--- src/gbfr_pkg.sv ---
`timescale 1ns / 1ps
`default_nettype none
// ----------------------------------------------------------------------------
// gbfr_pkg
// Shared types and constants for the binary frame receiver: parse phases,
// sync and register codes, and the result record.
// ----------------------------------------------------------------------------
package gbfr_pkg;

  localparam logic [7:0] SYNC_FIRST  = 8'hB5;
  localparam logic [7:0] SYNC_SECOND = 8'h62;

  // Register word index on the configuration port
  localparam logic REG_CLASS_FILTER = 1'b0;
  localparam logic [7:0] CLASS_FILTER_RESET = 8'h01;

  // Output item kinds
  localparam logic KIND_PAYLOAD   = 1'b0;
  localparam logic KIND_FRAME_END = 1'b1;

  typedef enum logic [2:0] {
    PH_HUNT   = 3'd0,
    PH_SYNC2  = 3'd1,
    PH_CLASS  = 3'd2,
    PH_ID     = 3'd3,
    PH_LEN_LO = 3'd4,
    PH_LEN_HI = 3'd5,
    PH_BODY   = 3'd6
  } phase_t;

  typedef struct packed {
    logic        item_kind;
    logic [7:0]  payload_byte;
    logic [15:0] payload_index;
    logic [7:0]  message_id;
    logic [15:0] payload_length;
    logic        checksum_ok;
    logic        frame_last;
  } result_t;

endpackage : gbfr_pkg
`default_nettype wire

--- src/gbfr_cfg_regs.sv ---
`timescale 1ns / 1ps
`default_nettype none
// ----------------------------------------------------------------------------
// gbfr_cfg_regs
// Register port holding the class filter; writes on the access phase.
// ----------------------------------------------------------------------------
module gbfr_cfg_regs
  import gbfr_pkg::*;
(
  input  wire logic        clk,
  input  wire logic        rst_n,
  input  wire logic        psel,
  input  wire logic        penable,
  input  wire logic        pwrite,
  input  wire logic [2:0]  paddr,
  input  wire logic [31:0] pwdata,
  output logic      [31:0] prdata,
  output logic             pready,
  output logic      [7:0]  class_filter
);

  logic [7:0] class_filter_r;
  logic       wr_en;
  logic       sel_class;

  assign pready    = 1'b1;
  assign sel_class = (paddr[2] == REG_CLASS_FILTER);
  assign wr_en     = psel && penable && pwrite && pready;

  // Update the class filter on a completed write request
  always_ff @(posedge clk) begin
    if (!rst_n) begin
      class_filter_r <= CLASS_FILTER_RESET;
    end else if (wr_en && sel_class) begin
      class_filter_r <= pwdata[7:0];
    end
  end

  // Read back; unmapped words read zero
  always_comb begin
    prdata = 32'd0;
    if (sel_class) begin
      prdata = {24'd0, class_filter_r};
    end
  end

  assign class_filter = class_filter_r;

endmodule : gbfr_cfg_regs
`default_nettype wire

--- src/gbfr_parser.sv ---
`timescale 1ns / 1ps
`default_nettype none
// ----------------------------------------------------------------------------
// gbfr_parser
// Frame state machine with running Fletcher-8 sums; one byte per cycle while
// byte_valid is high, producing at most one result record per byte.
// ----------------------------------------------------------------------------
module gbfr_parser
  import gbfr_pkg::*;
(
  input  wire logic       clk,
  input  wire logic       rst_n,
  input  wire logic       byte_valid,
  input  wire logic [7:0] rx_byte,
  input  wire logic [7:0] class_filter,
  output logic            res_valid,
  output result_t         res
);

  phase_t      phase_r, phase_nxt;
  logic [7:0]  id_r, id_nxt;
  logic [7:0]  len_lo_r, len_lo_nxt;
  logic [15:0] len_r, len_nxt;
  logic [16:0] remain_r, remain_nxt;
  logic [7:0]  sum_a_r, sum_a_nxt;
  logic [7:0]  sum_b_r, sum_b_nxt;
  logic [7:0]  ck_a_r, ck_a_nxt;

  logic [7:0]  add_a;
  logic [7:0]  add_b;
  logic [7:0]  cls_a;
  logic [7:0]  cls_b;

  // Fletcher step on the current sums, and restart from zero for the class
  assign add_a = sum_a_r + rx_byte;
  assign add_b = sum_b_r + add_a;
  assign cls_a = rx_byte;
  assign cls_b = rx_byte;

  // Hold parse state between bytes
  always_ff @(posedge clk) begin
    if (!rst_n) begin
      phase_r  <= PH_HUNT;
      id_r     <= 8'd0;
      len_lo_r <= 8'd0;
      len_r    <= 16'd0;
      remain_r <= 17'd0;
      sum_a_r  <= 8'd0;
      sum_b_r  <= 8'd0;
      ck_a_r   <= 8'd0;
    end else if (byte_valid) begin
      phase_r  <= phase_nxt;
      id_r     <= id_nxt;
      len_lo_r <= len_lo_nxt;
      len_r    <= len_nxt;
      remain_r <= remain_nxt;
      sum_a_r  <= sum_a_nxt;
      sum_b_r  <= sum_b_nxt;
      ck_a_r   <= ck_a_nxt;
    end
  end

  // Next phase, sums and result for the byte at hand
  always_comb begin
    phase_nxt  = phase_r;
    id_nxt     = id_r;
    len_lo_nxt = len_lo_r;
    len_nxt    = len_r;
    remain_nxt = remain_r;
    sum_a_nxt  = sum_a_r;
    sum_b_nxt  = sum_b_r;
    ck_a_nxt   = ck_a_r;
    res_valid  = 1'b0;

    res.item_kind      = KIND_PAYLOAD;
    res.payload_byte   = 8'd0;
    res.payload_index  = 16'd0;
    res.message_id     = id_r;
    res.payload_length = len_r;
    res.checksum_ok    = 1'b0;
    res.frame_last     = 1'b0;

    case (phase_r)
      PH_SYNC2: begin
        phase_nxt = (rx_byte == SYNC_SECOND) ? PH_CLASS : PH_HUNT;
      end
      PH_CLASS: begin
        if (rx_byte == class_filter) begin
          sum_a_nxt = cls_a;
          sum_b_nxt = cls_b;
          phase_nxt = PH_ID;
        end else begin
          phase_nxt = PH_HUNT;
        end
      end
      PH_ID: begin
        id_nxt    = rx_byte;
        sum_a_nxt = add_a;
        sum_b_nxt = add_b;
        phase_nxt = PH_LEN_LO;
      end
      PH_LEN_LO: begin
        len_lo_nxt = rx_byte;
        sum_a_nxt  = add_a;
        sum_b_nxt  = add_b;
        phase_nxt  = PH_LEN_HI;
      end
      PH_LEN_HI: begin
        len_nxt    = {rx_byte, len_lo_r};
        sum_a_nxt  = add_a;
        sum_b_nxt  = add_b;
        remain_nxt = {1'b0, rx_byte, len_lo_r} + 17'd2;
        phase_nxt  = PH_BODY;
      end
      PH_BODY: begin
        if (remain_r > 17'd2) begin
          // Pass a payload byte through with its position
          sum_a_nxt         = add_a;
          sum_b_nxt         = add_b;
          remain_nxt        = remain_r - 17'd1;
          res_valid         = 1'b1;
          res.payload_byte  = rx_byte;
          res.payload_index = len_r - remain_r[15:0] + 16'd2;
        end else if (remain_r == 17'd2) begin
          // Capture the first check byte
          ck_a_nxt   = rx_byte;
          remain_nxt = 17'd1;
        end else begin
          // Second check byte closes the frame with the verdict
          res_valid       = 1'b1;
          res.item_kind   = KIND_FRAME_END;
          res.checksum_ok = (ck_a_r == sum_a_r) && (rx_byte == sum_b_r);
          res.frame_last  = 1'b1;
          remain_nxt      = 17'd0;
          phase_nxt       = PH_HUNT;
        end
      end
      default: begin
        phase_nxt = (rx_byte == SYNC_FIRST) ? PH_SYNC2 : PH_HUNT;
      end
    endcase

    if (!byte_valid) begin
      res_valid = 1'b0;
    end
  end

endmodule : gbfr_parser
`default_nettype wire

--- src/gbfr_out_skid.sv ---
`timescale 1ns / 1ps
`default_nettype none
// ----------------------------------------------------------------------------
// gbfr_out_skid
// Output register with one skid entry, so the input side keeps taking bytes
// while a result waits at the output, until the skid entry is also filled.
// ----------------------------------------------------------------------------
module gbfr_out_skid
  import gbfr_pkg::*;
(
  input  wire logic    clk,
  input  wire logic    rst_n,
  input  wire logic    push,
  input  result_t      push_data,
  output logic         space,
  output logic         out_valid,
  input  wire logic    out_ready,
  output result_t      out_data
);

  logic    out_v_r;
  logic    skid_v_r;
  result_t out_d_r;
  result_t skid_d_r;
  logic    out_free;

  assign out_free = !out_v_r || out_ready;
  assign space    = !skid_v_r;

  // Track occupancy of the output and skid entries
  always_ff @(posedge clk) begin
    if (!rst_n) begin
      out_v_r  <= 1'b0;
      skid_v_r <= 1'b0;
    end else if (out_free) begin
      out_v_r  <= skid_v_r || push;
      skid_v_r <= 1'b0;
    end else if (push) begin
      skid_v_r <= 1'b1;
    end
  end

  // Move result records; the skid drains first to keep order
  always_ff @(posedge clk) begin
    if (out_free) begin
      out_d_r <= skid_v_r ? skid_d_r : push_data;
    end else if (push) begin
      skid_d_r <= push_data;
    end
  end

  assign out_valid = out_v_r;
  assign out_data  = out_d_r;

endmodule : gbfr_out_skid
`default_nettype wire

--- src/gnss_binary_frame_receiver_top.sv ---
`timescale 1ns / 1ps
`default_nettype none
// A result is registered in the output register, or in the skid entry while the output is held.
// Throughput: one byte per cycle while the skid entry is free; the parse state machine settles each byte.
// A one-entry skid behind the output register keeps bytes flowing while a result waits, until it fills.
// Reset (synchronous, rst_n low): hunting for the first sync, sums and counts cleared,
// output empty, class filter set to 1.
// ----------------------------------------------------------------------------
// gnss_binary_frame_receiver_top
// Sync hunt, class filter, header capture, cut-through payload and Fletcher-8
// verdict for a stream of received serial bytes.
// ----------------------------------------------------------------------------
module gnss_binary_frame_receiver_top
  import gbfr_pkg::*;
(
  input  wire logic        clk,
  input  wire logic        rst_n,
  // Input stream; tdata: [7:0] rx_byte
  input  wire logic        in_tvalid,
  output logic             in_tready,
  input  wire logic [7:0]  in_tdata,
  // Result stream; tdata: [7:0] payload_byte, [23:8] payload_index,
  // [31:24] message_id, [47:32] payload_length, [48] checksum_ok, [55:49] zero
  output logic             out_tvalid,
  input  wire logic        out_tready,
  output logic      [55:0] out_tdata,
  // tuser: [0] item_kind
  output logic      [0:0]  out_tuser,
  output logic             out_tlast,
  // Register port
  input  wire logic        cfg_psel,
  input  wire logic        cfg_penable,
  input  wire logic        cfg_pwrite,
  input  wire logic [2:0]  cfg_paddr,
  input  wire logic [31:0] cfg_pwdata,
  output logic      [31:0] cfg_prdata,
  output logic             cfg_pready
);

  logic [7:0] class_filter_w;
  logic       in_fire;
  logic       res_valid;
  result_t    res;
  result_t    out_res;

  gbfr_cfg_regs u_cfg (
    .clk          (clk),
    .rst_n        (rst_n),
    .psel         (cfg_psel),
    .penable      (cfg_penable),
    .pwrite       (cfg_pwrite),
    .paddr        (cfg_paddr),
    .pwdata       (cfg_pwdata),
    .prdata       (cfg_prdata),
    .pready       (cfg_pready),
    .class_filter (class_filter_w)
  );

  // Take a byte request whenever the skid entry is free
  assign in_fire = in_tvalid && in_tready;

  gbfr_parser u_parser (
    .clk          (clk),
    .rst_n        (rst_n),
    .byte_valid   (in_fire),
    .rx_byte      (in_tdata),
    .class_filter (class_filter_w),
    .res_valid    (res_valid),
    .res          (res)
  );

  gbfr_out_skid u_out (
    .clk       (clk),
    .rst_n     (rst_n),
    .push      (res_valid),
    .push_data (res),
    .space     (in_tready),
    .out_valid (out_tvalid),
    .out_ready (out_tready),
    .out_data  (out_res)
  );

  // Pack the result record onto the stream
  assign out_tdata = {7'd0, out_res.checksum_ok, out_res.payload_length,
                      out_res.message_id, out_res.payload_index,
                      out_res.payload_byte};
  assign out_tuser = out_res.item_kind;
  assign out_tlast = out_res.frame_last;

endmodule : gnss_binary_frame_receiver_top
`default_nettype wire

--- config.mk ---
export PLATFORM = sky130hd
export DESIGN_NAME = gnss_binary_frame_receiver_top
export DESIGN_NICKNAME = d
export VERILOG_FILES = /design/src/gbfr_pkg.sv /design/src/gbfr_cfg_regs.sv /design/src/gbfr_parser.sv /design/src/gbfr_out_skid.sv /design/src/gnss_binary_frame_receiver_top.sv
export SDC_FILE = /design/constraint.sdc
export NUM_CORES = 1
export LEC_CHECK = 0
export ABC_AREA = 1
export BUFFER_PORTS_ARGS = -buffer_cell sky130_fd_sc_hd__buf_2
export CORE_MARGIN = 8
export CORE_UTILIZATION = 36
export CTS_BUF_LIST = sky130_fd_sc_hd__clkbuf_8 sky130_fd_sc_hd__clkbuf_16
export CTS_CLUSTER_DIAMETER = 100
export DETAILED_ROUTE_END_ITERATION = 12
export PLACE_DENSITY = 0.63
export SYNTH_ARGS = -nofsm -noshare
export SYNTH_HDL_FRONTEND = slang
export SYNTH_SLANG_ARGS = --single-unit
--- constraint.sdc ---
create_clock -name clk -period 4.1 [get_ports clk]
set_input_delay 0.41 -clock clk [delete_from_list [all_inputs] [get_ports clk]]
set_output_delay 0.41 -clock clk [all_outputs]
set_load 0.05 [all_outputs]
-- Word level (Yosys, flattened, before mapping)
Cells that the tools add are included.
- add/subtract/negate cells: 6
- $lt $le $gt $ge: 1
- equal/unequal tests: 16
- mux-type cells: 26
- bitwise gates (word level): 4
- reductions and logical operators: 21
- operators with widths (kind ; count):
    51-bit two-way mux ; 1
    8-bit one-hot mux with 3 select lines ; 2
    17-bit one-hot mux with 2 select lines ; 1
    8-bit two-way mux ; 4
    25-bit two-way mux ; 1
    8-bit == test ; 3
    24-bit two-way mux ; 1
    3-bit one-hot mux with 6 select lines ; 1
    16-bit by 2-bit adder with 17-bit output (second input constant) ; 1
    17-bit by 2-bit == test with 1-bit output (second input constant) ; 1
    17-bit by 2-bit greater-than comparator with 1-bit output (second input constant) ; 1
    17-bit two-way mux ; 1
    17-bit by 1-bit subtractor with 17-bit output (second input constant) ; 1
    16-bit by 2-bit adder with 16-bit output (second input constant) ; 1
    8-bit adder ; 2
    16-bit subtractor ; 1
    2-bit two-way mux ; 5
    2-bit AND reduction ; 5
    3-bit == test (second input constant) ; 3
    8-bit by 7-bit == test with 1-bit output (second input constant) ; 1
    8-bit == test (second input constant) ; 1
    4-bit AND reduction ; 2
    1-bit two-way mux ; 7
    3-bit by 2-bit == test with 1-bit output (second input constant) ; 2
    other kinds (13) ; 25
- register bits after elaboration: 188
- bits of input ports: 50
- output and inout port bits: 93
- word-level logic and storage cells: 99

-- Logic depth before layout (Yosys ltp)
- depth after elaboration: 6
- depth in mapped cells: 15
- depth with buffers taken out: 15

-- Hierarchy
A second synthesis with hierarchy kept.
- cells, all modules: 1266
- area, all modules: 10425.0 um^2
- modules (own cells, without submodules) (module ; times used ; cells each ; area each (um^2) ; seq. area each (um^2)):
    gbfr_parser ; 1 ; 880 ; 5804.3 ; 1521.5
    gbfr_out_skid ; 1 ; 278 ; 3898.7 ; 3103.0
    gbfr_cfg_regs ; 1 ; 98 ; 658.1 ; 160.2
    gnss_binary_frame_receiver_top ; 1 ; 10 ; 63.8 ; 0.0

-- Least setup slack after synthesis
Ideal clock, no wire load.
- path type: register -> register
- from: reg u_out.out_v_r, in the netlist u_out.out_valid
- to: reg u_out.skid_d_r[0] (netlist bit) (enable)
- setup time: 458 ps
- arrival: 4158 ps
- data required time: 3642 ps
- slack: -516 ps
- stages on the path, launching flop included: 3
- path buffers: 0
- clock period less this slack: 4616 ps
- cells stage by stage: dfxtp_1 nand2_1 nor2_1
- word-level cells in the longest chain between the ends: 4
- ends and longest elaborated chain (item ; RTL line ; source):
    from (decl) ; gbfr_out_skid.sv:21 ; logic out_v_r;
    from (signal assigned) ; gbfr_out_skid.sv:36 ; out_v_r <= skid_v_r || push;
    1-bit logical NOT ; gbfr_out_skid.sv:27 ; assign out_free = !out_v_r || out_ready;
    1-bit logical OR ; gbfr_out_skid.sv:27 ;
    via u_out.out_free ; gbfr_out_skid.sv:25 ; logic out_free;
    1-bit inverter (no line) ; -- ;
    2-bit AND reduction (no line) ; -- ;
    to (signal assigned) ; gbfr_out_skid.sv:48 ; skid_d_r <= push_data;
    to (decl) ; gbfr_out_skid.sv:24 ; result_t skid_d_r;
The timed path passes the listed nets, and every way through them passes these cells.
A chain may end at the register's enable or synchronous reset.

-- Final worst setup path
- from: reg u_parser.phase_r[0]
- to: reg u_parser.sum_a_r[5]
- word-level cells in the longest chain between the ends: 4
- elaborated cells between the ends (all ways): 11
- classes of those cells: 7 x eq/ne; 1 x mux; 3 x reduce/logical
- ends and longest elaborated chain (item ; RTL line ; source):
    from (decl) ; gbfr_parser.sv:20 ; phase_t phase_r, phase_nxt;
    from (signal assigned) ; gbfr_parser.sv:52 ; phase_r <= phase_nxt;
    3-bit by 2-bit == test with 1-bit output / 3-bit == test (equally long branches) ; gbfr_parser.sv:83 ; case (phase_r)
    3-bit OR reduction (no line) ; -- ;
    3-bit nonzero test (no line) ; -- ;
    4-bit AND reduction (no line) ; -- ;
    to (signal assigned) ; gbfr_parser.sv:57 ; sum_a_r <= sum_a_nxt;
    to (decl) ; gbfr_parser.sv:25 ; logic [7:0] sum_a_r, sum_a_nxt;
Several ways; a longest one is shown, not always the timed one.

==> summary.md <==
| Metric | Value |
|---|---|
| Resize count post-CTS | `0` |
| Vias | `8159` |
| Synthesized instance count | `1223` |
| Nets@finish | `1389` |
| Layout cells sized above 1 | `11.3%` |
| Final hold viol count | `0` |
| Largest net degree at the start of global routing | `78` |
| Drt drc | `0` |
| # hold bufs at CTS | `0` |
| Setup Viol. Count Final | `0` |
| CP Data Arrival Time | `3.14 ns` |
| Routed WL per cell | `14.7 um` |
| Max-Slew Margin vs Limit | `40.5%` |
| Tot GR Track Use | `14.8%` |
| F_max | `363 MHz` |
| Number of CTS-inserted buffers | `17` |
| Worst Tran Pin Value | `0.889 ns` |
| Worst setup path category | `flip-flop to flip-flop` |
| Vias in the first global route | `7630` |
| Seq cells post-synth | `186` |
| CTS Buffer Depth | `2` |
| CORE AREA | `27600 um^2` |
| Gpl congestion | `0.882` |
| Post-DRT Antenna Nets | `0` |
| Fin crit share | `67.1%` |
| Hold Crit Class | `input port to flip-flop` |
| Max Slew Vio Count | `0` |
| Starting Density | `36.2%` |
| First-pass GRT wire length | `40000 um` |
| Top FF cell, synth | `edfxtp_1` |
| I/O Pins | `143` |
| Clk_skew | `0.0215 ns` |
| Setup Buffers After CTS | `0` |
| CP Max Fanout | `28` |
| Root Buffer | `clkbuf_16` |
| PortBufs | `84` |
| Post-synthesis sequential area ratio | `47.4%` |
| Grt ovf | `0` |
| Multi-input gate area | `4490 um^2` |
| Std-Cell Rows | `61` |
| Die Y-Extent | `182 um` |
| Netlist cell types | `37` |
| P_leak | `0.00531 uW` |
| Cell area after synthesis | `9980 um^2` |
| Power Dens Cells | `390 nW/um^2` |
| RSZ-0062 raised after global routing | `false` |
| Initial DRC Count | `564` |
| Total Wirelength | `24700 um` |
| First-pass iteration count of the detailed router | `5` |
| Number of vias per cell | `4.86` |
| Max-Cap Viols | `0` |
| Die area | `33300 um^2` |
| Clk sinks | `186` |
| Nature of the critical path startpoint | `flip-flop` |
| Number of flops mapped to enable cells by yosys | `100` |
| Yosys warnings | `0` |
| Reg area | `4730 um^2` |
| Die W | `182 um` |
| Asr flop ratio synth | `0%` |
| Area grow syn2layout | `12.8%` |
| Htree depth | `4` |
| Worst-path clk slew | `0.09 ns` |
| Final Critical Period | `2.75 ns` |
| Max IR drop VDD | `225 uV` |
| Post-Syn Area per Cell | `8.16 um^2` |
| Antenna violations before repair | `1` |
| DPL Wire Length | `17400 um` |
| Status | `finished clean` |
| CTS tree | `yes` |
| Post-layout power | `4390 uW` |
| Worst setup EP type | `flip-flop` |
| Setup TNS | `0 ns` |
| Diode count | `0` |
| Filler cell count | `2801` |
| Later-pin clock latency in the skew report | `0.45 ns` |
| CP required | `4.49 ns` |
-- cell families after synthesis --
logic type | count (synthesis) | synth area share [%]
other | 2 | 0.0753
adder cells (fa/ha/maj) | 50 | 6.50
XOR/XNOR | 38 | 3.34
AND/OR/NAND/NOR | 515 | 21.5
AO/OA/AOI/OAI | 236 | 12.4
buffers and inverters | 196 | 8.88
flip-flops | 186 | 47.4
-- placed cells by master, fill, tap and decap left out, types with 11 or more instances in the layout --
cell	count
nand3_1	63
nand2_1	300
edfxtp_1	100
conb_1	32
xnor2_1	11
nor2_1	109
clkbuf_16	17
buf_2	84
dfxtp_1	85
inv_2	11
xor2_1	27
ha_1	47
o21ai_0	86
o21ai_1	20
a21oi_1	106
nand4_1	14
inv_1	106
-- worst paths after layout --
kind	slack (ns)	startpoint	depth (start not counted)	end
max	1.35	u_parser.phase_r[0]	10	u_parser.sum_a_r[5]
min reg2reg	0.44	u_parser.len_r[0]	0	u_out.skid_d_r[2]
max reg2reg	1.35	u_parser.phase_r[0]	10	u_parser.sum_a_r[5]
min	0.19	cfg_pwdata[0]	3	u_cfg.class_filter[0]
-- routing by layer --
metal	track usage, %	vias to the layer above	routed length, um
met1	19.5	3769	11600
met3	2.74	29	1250
met4	4.13	2	339
met2	24.7	206	11500
met5	0	-	10
li1	-	4153	-
-- layout make-up --
type	instances	share of cell area [%]
clock buffer	17	3.78
clock inverter	15	1.80
inverter	120	4.00
multi-input combinational	871	39.9
sequential	186	42.0
tap	378	4.20
timing repair buffer	93	4.34
-- sequential cells by signal (all words and copies together), names as in the netlist --
signal,count
u_out.out_data,50
u_out.skid_d_r,50
u_parser.remain_r,17
u_parser.len_r,16
u_cfg.class_filter,8
u_parser.ck_a_r,8
u_parser.id_r,8
u_parser.len_lo_r,8
u_parser.sum_a_r,8
u_parser.sum_b_r,8
u_parser.phase_r,3
u_out.out_valid,1
u_out.skid_v_r,1
-- worst max-delay path, cell delays in order (launching register included) --
cell and delay (ns):
dfxtp_1 0.41, inv_1 0.11, nand3_4 0.19, nand2_1 0.10
nor2_1 0.70, inv_2 0.35, nor2_4 0.21, nor2_4 0.05
nand3_4 0.27, a21oi_1 0.13, a21oi_1 0.16
-- per-stage QoR --
stage,worst slack [ns],cells,hold slack (ns),utilization [%],instance area (um^2)
floorplan,0.0382,1253,0.408,-,10100
detailed placement,1.32,1648,0.415,38.6,10600
global route,1.02,1680,0.201,40.8,11300
CTS,1.34,1680,0.184,40.8,11300
global placement,1.33,1648,0.411,38.6,10600
finish,1.35,1680,0.187,40.8,11300
-- where the power goes --
| part | switching (uW) | internal [uW] | leakage [uW] | total [uW] |
|---|---|---|---|---|
| Combinational | 445 | 188 | 0.00322 | 633 |
| Clock | 895 | 851 | 0.000306 | 1750 |
| Sequential | 34.1 | 1980 | 0.00178 | 2010 |
| Total | 1370 | 3020 | 0.00531 | 4390 |
-- synth_stat cells, drive strengths merged (3+ instances only) --
cell    number  area (um^2)
nand2      301         1130
inv        117          439
nor2       113          442
a21oi      106          531
o21ai      106          531
edfxtp     100         3000
dfxtp       86         1720
nand3       65          350
buf         49          334
ha          47          588
clkbuf      27          101
xor2        27          236
nand4       14         87.6
xnor2       11         96.3
o211ai       9         67.6
nor3         8         40.0
a31oi        7         43.8
nand3b       6         45.0
a21o         4         30.0
or2          4         25.0
and3         3         18.8
clkinv       3         11.3
fa           3         60.1
Power figures use the tool's default switching activity.
